==> config.mk <==
export PLATFORM = sky130hd
export DESIGN_NAME = tlb_page_table_translator_flat
export DESIGN_NICKNAME = d
export VERILOG_FILES = /design/src/hdl/tptt_pkg.sv /design/src/hdl/tptt_req_if.sv /design/src/hdl/tptt_cell.sv /design/src/hdl/tptt_tlb.sv /design/src/hdl/tlb_page_table_translator.sv /design/src/flat_wrapper.sv
export SDC_FILE = /design/constraint.sdc
export NUM_CORES = 2
export LEC_CHECK = 0
export BUFFER_PORTS_ARGS = -buffer_cell sky130_fd_sc_hd__buf_2
export CAP_MARGIN = 20
export CELL_PAD_IN_SITES_DETAIL_PLACEMENT = 0
export CELL_PAD_IN_SITES_GLOBAL_PLACEMENT = 1
export CORE_ASPECT_RATIO = 1.4
export CORE_UTILIZATION = 46
export DETAILED_ROUTE_END_ITERATION = 10
export PLACE_DENSITY_LB_ADDON = 0.25
export SLEW_MARGIN = 15
export SYNTH_ARGS = -nofsm -noshare
export SYNTH_HDL_FRONTEND = slang
export SYNTH_SLANG_ARGS = --single-unit
==> constraint.sdc <==
create_clock -name clk -period 5.7 [get_ports clk]
set_input_delay 0.57 -clock clk [delete_from_list [all_inputs] [get_ports clk]]
set_output_delay 0.57 -clock clk [all_outputs]
set_load 0.02 [all_outputs]
==> src/hdl/tptt_pkg.sv <==
// tptt_pkg: shared sizes, item types and tlb cell types for the page table translator
// no dependencies; compile first

package tptt_pkg;

    localparam int TLB_DEPTH   = 16;
    localparam int PAGE_COUNT  = 256;
    localparam int OFFSET_BITS = 8;
    localparam int FRAME_COUNT = 256;

    localparam int ADDR_W  = 16;
    localparam int PAGE_W  = $clog2(PAGE_COUNT);
    localparam int FRAME_W = $clog2(FRAME_COUNT);
    localparam int COUNT_W = 16;
    localparam int FILL_W  = $clog2(TLB_DEPTH + 1);

    typedef struct packed {
        logic               valid;
        logic [PAGE_W-1:0]  tag;
        logic [FRAME_W-1:0] frame;
    } tlb_entry_t;

    typedef struct packed {
        logic load;
        logic shift;
    } tlb_ctl_t;

    typedef struct packed {
        logic               found;
        logic [FRAME_W-1:0] frame;
    } tlb_look_t;

    typedef struct packed {
        logic [PAGE_W-1:0]  page_number;
        logic [FRAME_W-1:0] frame_number;
        logic [ADDR_W-1:0]  physical_address;
        logic               tlb_hit;
        logic               page_fault;
        logic [COUNT_W-1:0] hit_count;
        logic [COUNT_W-1:0] fault_count;
    } out_item_t;

endpackage

==> src/hdl/tptt_req_if.sv <==
// tptt_req_if, tptt_rsp_if: valid/ready channels for address and translation items
// depends on tptt_pkg

interface tptt_req_if import tptt_pkg::*; ();
    logic              valid;
    logic              ready;
    logic [ADDR_W-1:0] logical_address;

    modport source (output valid, output logical_address, input ready);
    modport sink (input valid, input logical_address, output ready);
endinterface

interface tptt_rsp_if import tptt_pkg::*; ();
    logic               valid;
    logic               ready;
    logic [PAGE_W-1:0]  page_number;
    logic [FRAME_W-1:0] frame_number;
    logic [ADDR_W-1:0]  physical_address;
    logic               tlb_hit;
    logic               page_fault;
    logic [COUNT_W-1:0] hit_count;
    logic [COUNT_W-1:0] fault_count;

    modport source (output valid, output page_number, output frame_number,
                    output physical_address, output tlb_hit, output page_fault,
                    output hit_count, output fault_count, input ready);
    modport sink (input valid, input page_number, input frame_number,
                  input physical_address, input tlb_hit, input page_fault,
                  input hit_count, input fault_count, output ready);
endinterface

==> src/hdl/tptt_cell.sv <==
// tptt_cell: one tlb slot holding tag, frame and valid, with compare and priority pass-through
// depends on tptt_pkg

module tptt_cell import tptt_pkg::*; (
    input  logic               clk,
    input  logic               rst_n,
    input  tlb_ctl_t           ctl,
    input  logic [PAGE_W-1:0]  ins_page,
    input  logic [FRAME_W-1:0] ins_frame,
    input  tlb_entry_t         next_entry,
    input  logic [PAGE_W-1:0]  look_page,
    input  tlb_look_t          chain_in,
    output tlb_entry_t         entry,
    output tlb_look_t          chain_out
);

    tlb_entry_t entry_reg;
    tlb_entry_t entry_next;
    logic       match;

    always_comb
    begin
        entry_next = entry_reg;
        if (ctl.load)
        begin
            entry_next.valid = 1'b1;
            entry_next.tag   = ins_page;
            entry_next.frame = ins_frame;
        end
        else if (ctl.shift)
        begin
            entry_next = next_entry;
        end
    end

    always_ff @(posedge clk or negedge rst_n)
    begin
        if (!rst_n)
        begin
            entry_reg <= '0;
        end
        else
        begin
            entry_reg <= entry_next;
        end
    end

    assign match           = entry_reg.valid && (entry_reg.tag == look_page);
    assign chain_out.found = chain_in.found | match;
    assign chain_out.frame = chain_in.found ? chain_in.frame : entry_reg.frame;
    assign entry           = entry_reg;

endmodule

==> src/hdl/tptt_tlb.sv <==
// tptt_tlb: row of tlb cells with in-order fill and fifo shift once full
// depends on tptt_pkg and tptt_cell

module tptt_tlb import tptt_pkg::*; (
    input  logic               clk,
    input  logic               rst_n,
    input  logic [PAGE_W-1:0]  look_page,
    output tlb_look_t          look,
    input  logic               ins_en,
    input  logic [PAGE_W-1:0]  ins_page,
    input  logic [FRAME_W-1:0] ins_frame
);

    logic [FILL_W-1:0] fill_reg;
    logic [FILL_W-1:0] fill_next;
    logic              full;
    tlb_look_t         chain [TLB_DEPTH+1];
    tlb_entry_t        entries [TLB_DEPTH];
    tlb_entry_t        nexts [TLB_DEPTH];
    tlb_ctl_t          ctls [TLB_DEPTH];

    assign full      = (fill_reg == FILL_W'(TLB_DEPTH));
    assign fill_next = (ins_en && !full) ? fill_reg + 1'b1 : fill_reg;

    always_ff @(posedge clk or negedge rst_n)
    begin
        if (!rst_n)
        begin
            fill_reg <= '0;
        end
        else
        begin
            fill_reg <= fill_next;
        end
    end

    assign chain[0] = '0;

    for (genvar i = 0; i < TLB_DEPTH; i++)
    begin : g_cell
        if (i < TLB_DEPTH - 1)
        begin : g_mid
            assign nexts[i]      = entries[i+1];
            assign ctls[i].load  = ins_en && !full && (fill_reg == FILL_W'(i));
            assign ctls[i].shift = ins_en && full;
        end
        else
        begin : g_last
            assign nexts[i]      = '0;
            assign ctls[i].load  = ins_en && (full || (fill_reg == FILL_W'(i)));
            assign ctls[i].shift = 1'b0;
        end

        tptt_cell u_cell (
            .clk        (clk),
            .rst_n      (rst_n),
            .ctl        (ctls[i]),
            .ins_page   (ins_page),
            .ins_frame  (ins_frame),
            .next_entry (nexts[i]),
            .look_page  (look_page),
            .chain_in   (chain[i]),
            .entry      (entries[i]),
            .chain_out  (chain[i+1])
        );
    end

    assign look = chain[TLB_DEPTH];

endmodule

==> src/hdl/tlb_page_table_translator.sv <==
// tlb_page_table_translator: tlb cell row plus page table with demand frame allocation
// depends on tptt_pkg, tptt_req_if/tptt_rsp_if, tptt_tlb
//
//   channel  dir  carries
//   req      in   logical_address
//   rsp      out  page, frame, physical address, hit/fault flags, counts
//
// items pass one at a time through accept, tlb search with page table read, commit
// the page table read port's registered data sets the search state
// commit waits while the output register holds an item not yet taken
// a new item is accepted while the previous result waits in the output register
// reset clears tlb cells and page valid flops at once; no clearing pass

module tlb_page_table_translator import tptt_pkg::*; (
    input logic    clk,
    input logic    rst_n,
    tptt_req_if.sink   req,
    tptt_rsp_if.source rsp
);

    typedef enum logic [1:0] {S_IDLE, S_SEARCH, S_COMMIT} state_t;

    state_t             state_reg;
    state_t             state_next;
    logic [ADDR_W-1:0]  addr_reg;
    logic               hit_reg;
    logic [FRAME_W-1:0] tlb_frame_reg;
    logic [FRAME_W-1:0] pt_rdata_reg;
    logic               pt_valid_reg;
    logic [FRAME_W-1:0] free_reg;
    logic [FRAME_W-1:0] free_next;
    logic [COUNT_W-1:0] hits_reg;
    logic [COUNT_W-1:0] hits_next;
    logic [COUNT_W-1:0] faults_reg;
    logic [COUNT_W-1:0] faults_next;
    out_item_t          out_reg;
    out_item_t          out_next;
    logic               out_valid_reg;
    logic               out_valid_next;
    logic [PAGE_COUNT-1:0] page_valid_reg;

    logic [FRAME_W-1:0] pt_mem [PAGE_COUNT];

    logic [PAGE_W-1:0]      page;
    logic [OFFSET_BITS-1:0] offset;
    tlb_look_t              look;
    logic                   out_free;
    logic                   commit;
    logic                   fault;
    logic [FRAME_W-1:0]     frame_sel;

    assign page      = PAGE_W'(addr_reg >> OFFSET_BITS);
    assign offset    = addr_reg[OFFSET_BITS-1:0];
    assign out_free  = !out_valid_reg || rsp.ready;
    assign commit    = (state_reg == S_COMMIT) && out_free;
    assign fault     = !hit_reg && !pt_valid_reg;
    assign frame_sel = hit_reg ? tlb_frame_reg : (pt_valid_reg ? pt_rdata_reg : free_reg);

    tptt_tlb u_tlb (
        .clk       (clk),
        .rst_n     (rst_n),
        .look_page (page),
        .look      (look),
        .ins_en    (commit && !hit_reg),
        .ins_page  (page),
        .ins_frame (frame_sel)
    );

    always_comb
    begin
        state_next     = state_reg;
        free_next      = free_reg;
        hits_next      = hits_reg;
        faults_next    = faults_reg;
        out_next       = out_reg;
        out_valid_next = out_valid_reg && !rsp.ready;
        case (state_reg)
            S_IDLE:
            begin
                if (req.valid)
                begin
                    state_next = S_SEARCH;
                end
            end
            S_SEARCH:
            begin
                state_next = S_COMMIT;
            end
            S_COMMIT:
            begin
                if (out_free)
                begin
                    state_next = S_IDLE;
                    if (hit_reg && (hits_reg != '1))
                    begin
                        hits_next = hits_reg + 1'b1;
                    end
                    if (fault)
                    begin
                        free_next = (free_reg == FRAME_W'(FRAME_COUNT - 1)) ?
                                    '0 : free_reg + 1'b1;
                        if (faults_reg != '1)
                        begin
                            faults_next = faults_reg + 1'b1;
                        end
                    end
                    out_next.page_number      = page;
                    out_next.frame_number     = frame_sel;
                    out_next.physical_address = ADDR_W'({frame_sel, offset});
                    out_next.tlb_hit          = hit_reg;
                    out_next.page_fault       = fault;
                    out_next.hit_count        = hits_next;
                    out_next.fault_count      = faults_next;
                    out_valid_next            = 1'b1;
                end
            end
            default:
            begin
                state_next = S_IDLE;
            end
        endcase
    end

    always_ff @(posedge clk or negedge rst_n)
    begin
        if (!rst_n)
        begin
            state_reg     <= S_IDLE;
            free_reg      <= '0;
            hits_reg      <= '0;
            faults_reg    <= '0;
            out_valid_reg <= 1'b0;
        end
        else
        begin
            state_reg     <= state_next;
            free_reg      <= free_next;
            hits_reg      <= hits_next;
            faults_reg    <= faults_next;
            out_valid_reg <= out_valid_next;
        end
    end

    always_ff @(posedge clk)
    begin
        out_reg <= out_next;
        if (req.valid && req.ready)
        begin
            addr_reg <= req.logical_address;
        end
        if (state_reg == S_SEARCH)
        begin
            hit_reg       <= look.found;
            tlb_frame_reg <= look.frame;
            pt_valid_reg  <= page_valid_reg[page];
        end
    end

    // page table frames
    always_ff @(posedge clk)
    begin
        if (commit && fault)
        begin
            pt_mem[page] <= free_reg;
        end
        if (state_reg == S_SEARCH)
        begin
            pt_rdata_reg <= pt_mem[page];
        end
    end

    always_ff @(posedge clk or negedge rst_n)
    begin
        if (!rst_n)
        begin
            page_valid_reg <= '0;
        end
        else if (commit && fault)
        begin
            page_valid_reg[page] <= 1'b1;
        end
    end

    assign req.ready            = (state_reg == S_IDLE);
    assign rsp.valid            = out_valid_reg;
    assign rsp.page_number      = out_reg.page_number;
    assign rsp.frame_number     = out_reg.frame_number;
    assign rsp.physical_address = out_reg.physical_address;
    assign rsp.tlb_hit          = out_reg.tlb_hit;
    assign rsp.page_fault       = out_reg.page_fault;
    assign rsp.hit_count        = out_reg.hit_count;
    assign rsp.fault_count      = out_reg.fault_count;

endmodule

==> src/flat_wrapper.sv <==
// flat-port wrapper written by rule: the top's interface ports become plain ports
module tlb_page_table_translator_flat import tptt_pkg::*;
  (clk, rst_n, req_valid, req_logical_address, req_ready, rsp_valid, rsp_page_number, rsp_frame_number, rsp_physical_address, rsp_tlb_hit, rsp_page_fault, rsp_hit_count, rsp_fault_count, rsp_ready);
  tptt_req_if req_i ();
  tptt_rsp_if rsp_i ();
  input logic clk;
  input logic rst_n;
  input wire logic [$bits(req_i.valid)-1:0] req_valid;
  input wire logic [$bits(req_i.logical_address)-1:0] req_logical_address;
  output wire logic [$bits(req_i.ready)-1:0] req_ready;
  output wire logic [$bits(rsp_i.valid)-1:0] rsp_valid;
  output wire logic [$bits(rsp_i.page_number)-1:0] rsp_page_number;
  output wire logic [$bits(rsp_i.frame_number)-1:0] rsp_frame_number;
  output wire logic [$bits(rsp_i.physical_address)-1:0] rsp_physical_address;
  output wire logic [$bits(rsp_i.tlb_hit)-1:0] rsp_tlb_hit;
  output wire logic [$bits(rsp_i.page_fault)-1:0] rsp_page_fault;
  output wire logic [$bits(rsp_i.hit_count)-1:0] rsp_hit_count;
  output wire logic [$bits(rsp_i.fault_count)-1:0] rsp_fault_count;
  input wire logic [$bits(rsp_i.ready)-1:0] rsp_ready;
  assign req_i.valid = req_valid;
  assign req_i.logical_address = req_logical_address;
  assign req_ready = req_i.ready;
  assign rsp_valid = rsp_i.valid;
  assign rsp_page_number = rsp_i.page_number;
  assign rsp_frame_number = rsp_i.frame_number;
  assign rsp_physical_address = rsp_i.physical_address;
  assign rsp_tlb_hit = rsp_i.tlb_hit;
  assign rsp_page_fault = rsp_i.page_fault;
  assign rsp_hit_count = rsp_i.hit_count;
  assign rsp_fault_count = rsp_i.fault_count;
  assign rsp_i.ready = rsp_ready;
  tlb_page_table_translator u_core (.clk(clk), .rst_n(rst_n), .req(req_i), .rsp(rsp_i));
endmodule
* Word level (Yosys, flattened, before mapping)
Memories as Yosys holds them, arrays and structs flattened. A register that Yosys moved wholly into a read port is not among the register bits. Index checks and enable logic that the tools add are counted.
Cells by class: add/subtract/negate cells 4, magnitude comparators 2, eq/ne operators 39, mux-type cells 62, bitwise logic cells 16, reduce and logical (&&, ||, !) cells 69
Operator list (count):
- $mux 17 | 30
- $or 256x256->256 | 1
- $mux 8 | 18
- $eq 8x8->1 | 16
- $mux 16 | 3
- $logic_and 1x1->1 | 42
- $eq 5x4->1 const B | 8
- $add 16x1->16 const B | 2
- $ne 16x16->1 const B | 2
- $reduce_bool 2->1 | 15
- $eq 5x3->1 const B | 4
- $or 1x1->1 | 15
- $eq 5x2->1 const B | 2
- $lt 8x9->1 const B | 1
- $add 8x1->8 const B | 1
- $bmux 1 s8 | 1
- $demux 1 s8 | 1
- $eq 8x8->1 const B | 1
- $ge 8x1->1 const B | 1
- $mux 1 | 6
- $pmux 2 s3 | 1
- $add 5x1->5 const B | 1
- $eq 5x1->1 const B | 1
- $eq 5x5->1 const B | 1
- other kinds (11) | 18
Word-level totals: register bits 668, bits in writable memories 2048, input bits 20, output and inout port bits 68, logic and storage cells 259, memories 1
Memories:
- u_core.pt_mem | depth 256, width 8, read ports 1, clocked after Yosys merged registers in 1, write ports 1, RTL line tlb_page_table_translator.sv:42 | logic [FRAME_W-1:0] pt_mem [PAGE_COUNT];

* Depth between registers and ports, before layout
depth after elaboration 17, depth in mapped cells 13, gate-level depth less buffers 8

* Cells and area by module
From an unflattened synthesis, not the netlist that was laid out.
Second synthesis, totals: cells, all modules 6152, area total of the unflattened synthesis 109971.7 µm²
Modules (own cells, without submodules):
- tlb_page_table_translator | times used 1, cells an instance 4630, area an instance 94124.0 µm², seq. area each 71743.8 µm²
- tptt_cell | times used 16, cells an instance 92, area an instance 962.2 µm², seq. area each 425.4 µm²
- tptt_tlb | times used 1, cells an instance 50, area an instance 452.9 µm², seq. area each 125.1 µm²

* Worst setup path before layout
No wires, ideal clock.
path type register -> register, start point reg u_core.free_reg[1], end point reg u_core.free_reg[7], library setup time 0.297 ns, arrival time 4.738 ns, data required time 5.403 ns, setup slack 0.665 ns, cell stages (with the launch flop) 7, buffers on the path 0, period minus slack after synthesis 5.035 ns, path through dfrtp_1 > ha_1 > nand4_1 > nor2_1 > a31oi_1 > o21ai_0 > o21ai_0
Between the ends: word-level cells in the longest chain between the ends 2, elaborated cells on any way between the ends 3, those cells by class add/sub (1); eq/ne (1); mux (1)
Ends and longest elaborated chain:
- start: declaration | RTL line tlb_page_table_translator.sv:30 | logic [FRAME_W-1:0] free_reg;
- start signal: assignment | RTL line tlb_page_table_translator.sv:137 | free_reg <= free_next;
- $add 8x1->8 or $eq 8x8->1 (tied branches) | RTL line tlb_page_table_translator.sv:101, tlb_page_table_translator.sv:100
- $mux 8 (*) | RTL line tlb_page_table_translator.sv:100 | free_next = (free_reg == FRAME_W'(FRAME_COUNT - 1)) ?
Mark *: on every way between the ends. The rest lies on a longest branch, timed or not. A chain may end at the register's enable or synchronous reset.

* Final worst setup path
start point reg u_core.addr_reg[8], end point reg u_core.pt_valid_reg, data pin
Between the ends: word-level cells in the longest chain between the ends 2
Ends and longest elaborated chain:
- start: declaration | RTL line tlb_page_table_translator.sv:25 | logic [ADDR_W-1:0] addr_reg;
- start signal: assignment | RTL line tlb_page_table_translator.sv:149 | addr_reg <= req.logical_address;
- $bmux 1 s8 | RTL line tlb_page_table_translator.sv:155 | pt_valid_reg <= page_valid_reg[page];
- $mux 1 (implied by the code) | RTL line tlb_page_table_translator.sv:155
- end signal: assignment | RTL line tlb_page_table_translator.sv:155
- end: declaration | RTL line tlb_page_table_translator.sv:29 | logic pt_valid_reg;
No other way between the ends. The select of a mux whose other input is x is not followed.

==> flow_summary.yaml <==
status:
  status: "finished clean"
global_route:
  grtUsageMet3: 0.0358
  grt_start_max_net_pins: 178
  top_usage_layer: "met2"
  grt_usage: 0.240
  globalRouteMet2Util: 0.426
  antenna_found_initial: 6
  grt_first_pass_wirelength_mm: 415
  grt_overflow: 0
  grt_pass1_vias: 59100
  met1_usage: 0.294
detailed_routing:
  firstDrtPassIters: 5
  wl_per_cell_um: 29.8
  first_iter_violations: 5404
  ant_nets: 0
  via_per_inst: 5.95
  routed_wl_mm: 284
  remaining_drc_errors: 0
  vias: 56700
synthesis:
  synth_common_cells: "edfxtp_1, mux4_2, dfrtp_1"
  synth_nets: 5954
  synth_edf_count: 2140
  ys_seq_area_frac: 0.725
  ys_ff_latch: 2716
  async_flop_share: 0.212
  synth_area_um2: 109000
  ys_types: 65
  synth_top_area_share: 0.592
  yosysMostFrequentCell: "edfxtp_1"
  ys.flop_type: "edfxtp_1"
  avgSynthCellArea_um2: 18.3
  synth-warning-count: 0
  synth_cells: 5927
  synth_area_leader_cell: "edfxtp_1"
  synth_area_leaders: "edfxtp_1, mux4_2, dfrtp_1"
sta:
  tns_ns: 0
  fin_crit_ns: 4.64
  timing.slew.headroom: 0.249
  skew_ns: 0.0381
  slew_viol_final: 0
  worst_slew_pin_slew_ns: 1.13
  rsz0062_at_grt: "false"
  hold_viol: 0
  fin_hold_ws_ns: 0.419
  fin_crit_sh: 0.813
  finalSetupViolations: 0
  fmax_mhz: 216
worst_setup_path:
  cp-start-kind: "register"
  path_max_fanout: 22
  endpoint_kind: "register"
  worstPathArrival_ns: 5.06
  required_ns: 6.12
  cpLargestDelayFamily: "compound AO/OA/AOI/OAI gates"
  worst_path_largest_cell_delay_ns: 0.86
  cp_cell_sequence: "buf_12 -> buf_12 -> buf_12 -> buf_12 -> mux4_2 -> a22oi_1 -> a21oi_1 -> nor4_1 -> o221ai_1"
  cpMostUsedCell: "buf_12"
  critPathKind: "reg -> reg"
  cpMaxStageDelayCell: "edfxtp_1"
  critPathBufInv: 4
floorplanning:
  num_rows: 210
  die_w_um: 413
  core-area_um2: 234000
  initial_core_util: 0.464
  fp.dieH_um: 577
  ios: 88
  die_area_um2: 238000
clock_tree:
  cts_tree: "done"
  cts.clk_slew.worst_paths_ns: 0.06
  clockBufferDepth: 4
  htreeDepth: 5
  post_cts_buffers: 0
  clock-sinks: 2716
  cts_buffers: 268
  clockRootBuffer: "clkbuf_16"
  clkLatencyLatePin_ns: 0.83
power_and_ir_drop:
  finalPower_w: 0.0460
  vdd_drop_max_v: 0.000249
  power_per_cell_area_nw_per_um2: 374
  leakagePower_nw: 43.5
finish:
  fillCellCount: 18500
  final-seq-area_um2: 78700
  syn_to_final_growth_pct: 13.1
  num-nets-final: 6279
  largest_register_ff_count: 2048
  drive_gt1_frac: 0.277
  multi_input_area_um2: 28200
run:
  max-cap-violations: 0
placed_design:
  place_hpwl_mm: 179
  place.gp.congestion: 0.839
  io_buffers: 87
hold_path:
  hold_class: "reg -> reg"
metal layers:
metal	wire, um	share of wire
met1	107000	0.38
met2	151000	0.53
met3	15100	0.053
met4	11600	0.041
met5	83	0.00029
worst paths after layout:
kind | end | cells after the start | start | slack, ns
setup reg to reg | u_core.pt_valid_reg | 9 | u_core.addr_reg[8] | 1.06
max in group asynchronous | u_core.free_reg[6] | 3 | rst_n | 3.89
hold / removal | u_core.rsp.physical_address[5] | 0 | u_core.addr_reg[5] | 0.42
setup / recovery | u_core.pt_valid_reg | 9 | u_core.addr_reg[8] | 1.06
hold reg to reg | u_core.rsp.physical_address[5] | 0 | u_core.addr_reg[5] | 0.42
min in group asynchronous | u_core.u_tlb.g_cell[0].u_cell.entry[12] | 2 | rst_n | 0.43
cells by family after synthesis:
| logic type | Yosys count | share of synthesized area |
|---|---|---|
| mux | 755 | 0.149 |
| xor+xnor | 184 | 0.0148 |
| flops | 2716 | 0.725 |
| fa+ha+maj | 7 | 0.000807 |
| compound gates | 524 | 0.0364 |
| buf+inv | 387 | 0.0169 |
| simple gates | 1354 | 0.0571 |
area by class of cell:
class | count | area share
sequential | 2716 | 0.641
multi-input combinational | 2824 | 0.230
clock buffer | 386 | 0.0619
tap | 3074 | 0.0313
timing repair buffer | 415 | 0.0274
clock inverter | 93 | 0.00747
inverter | 27 | 0.000836
antenna | 4 | 0.0000815
layout by cell type, fill, tap and decap left out, drive strengths merged, types with 14 or more instances in the layout:
cell type,n
nand2,399
buf,396
nand4,35
dlygate4sd3,19
inv,33
nand3,69
dfrtp,576
nand2b,14
nor3,38
mux2i,45
a21oi,90
clkbuf,386
mux4,690
nor2,475
clkinv,67
o21ai,33
edfxtp,2140
a22oi,202
bufinv,15
xnor2,132
or2,258
xor2,52
a221o,106
mux2,20
where the power goes:
part | total, W | internal (W) | switching, W
clock network | 0.0175 | 0.0100 | 0.00746
registers | 0.0233 | 0.0226 | 0.000714
logic | 0.00516 | 0.00185 | 0.00331
total | 0.0460 | 0.0345 | 0.0115
per-stage QoR:
step / setup WS [ns] / instance area, um2 / std cells / util
finish: 1.06 / 123000 / 9539 / 0.524
global route: 0.889 / 123000 / 9537 / 0.524
CTS: 0.987 / 123000 / 9528 / 0.524
detailed placement: 1.02 / 114000 / 9030 / 0.487
global placement: 0.971 / 114000 / 9030 / 0.487
floorplan: 0.665 / 109000 / 5927 / -
timing repair:
item                                   4_1_cts  5_1_grt
resized for setup                            0        0
hold buffers                                19        0
endpoints found under the hold margin      103        0
(Power assumes the default switching activity.)
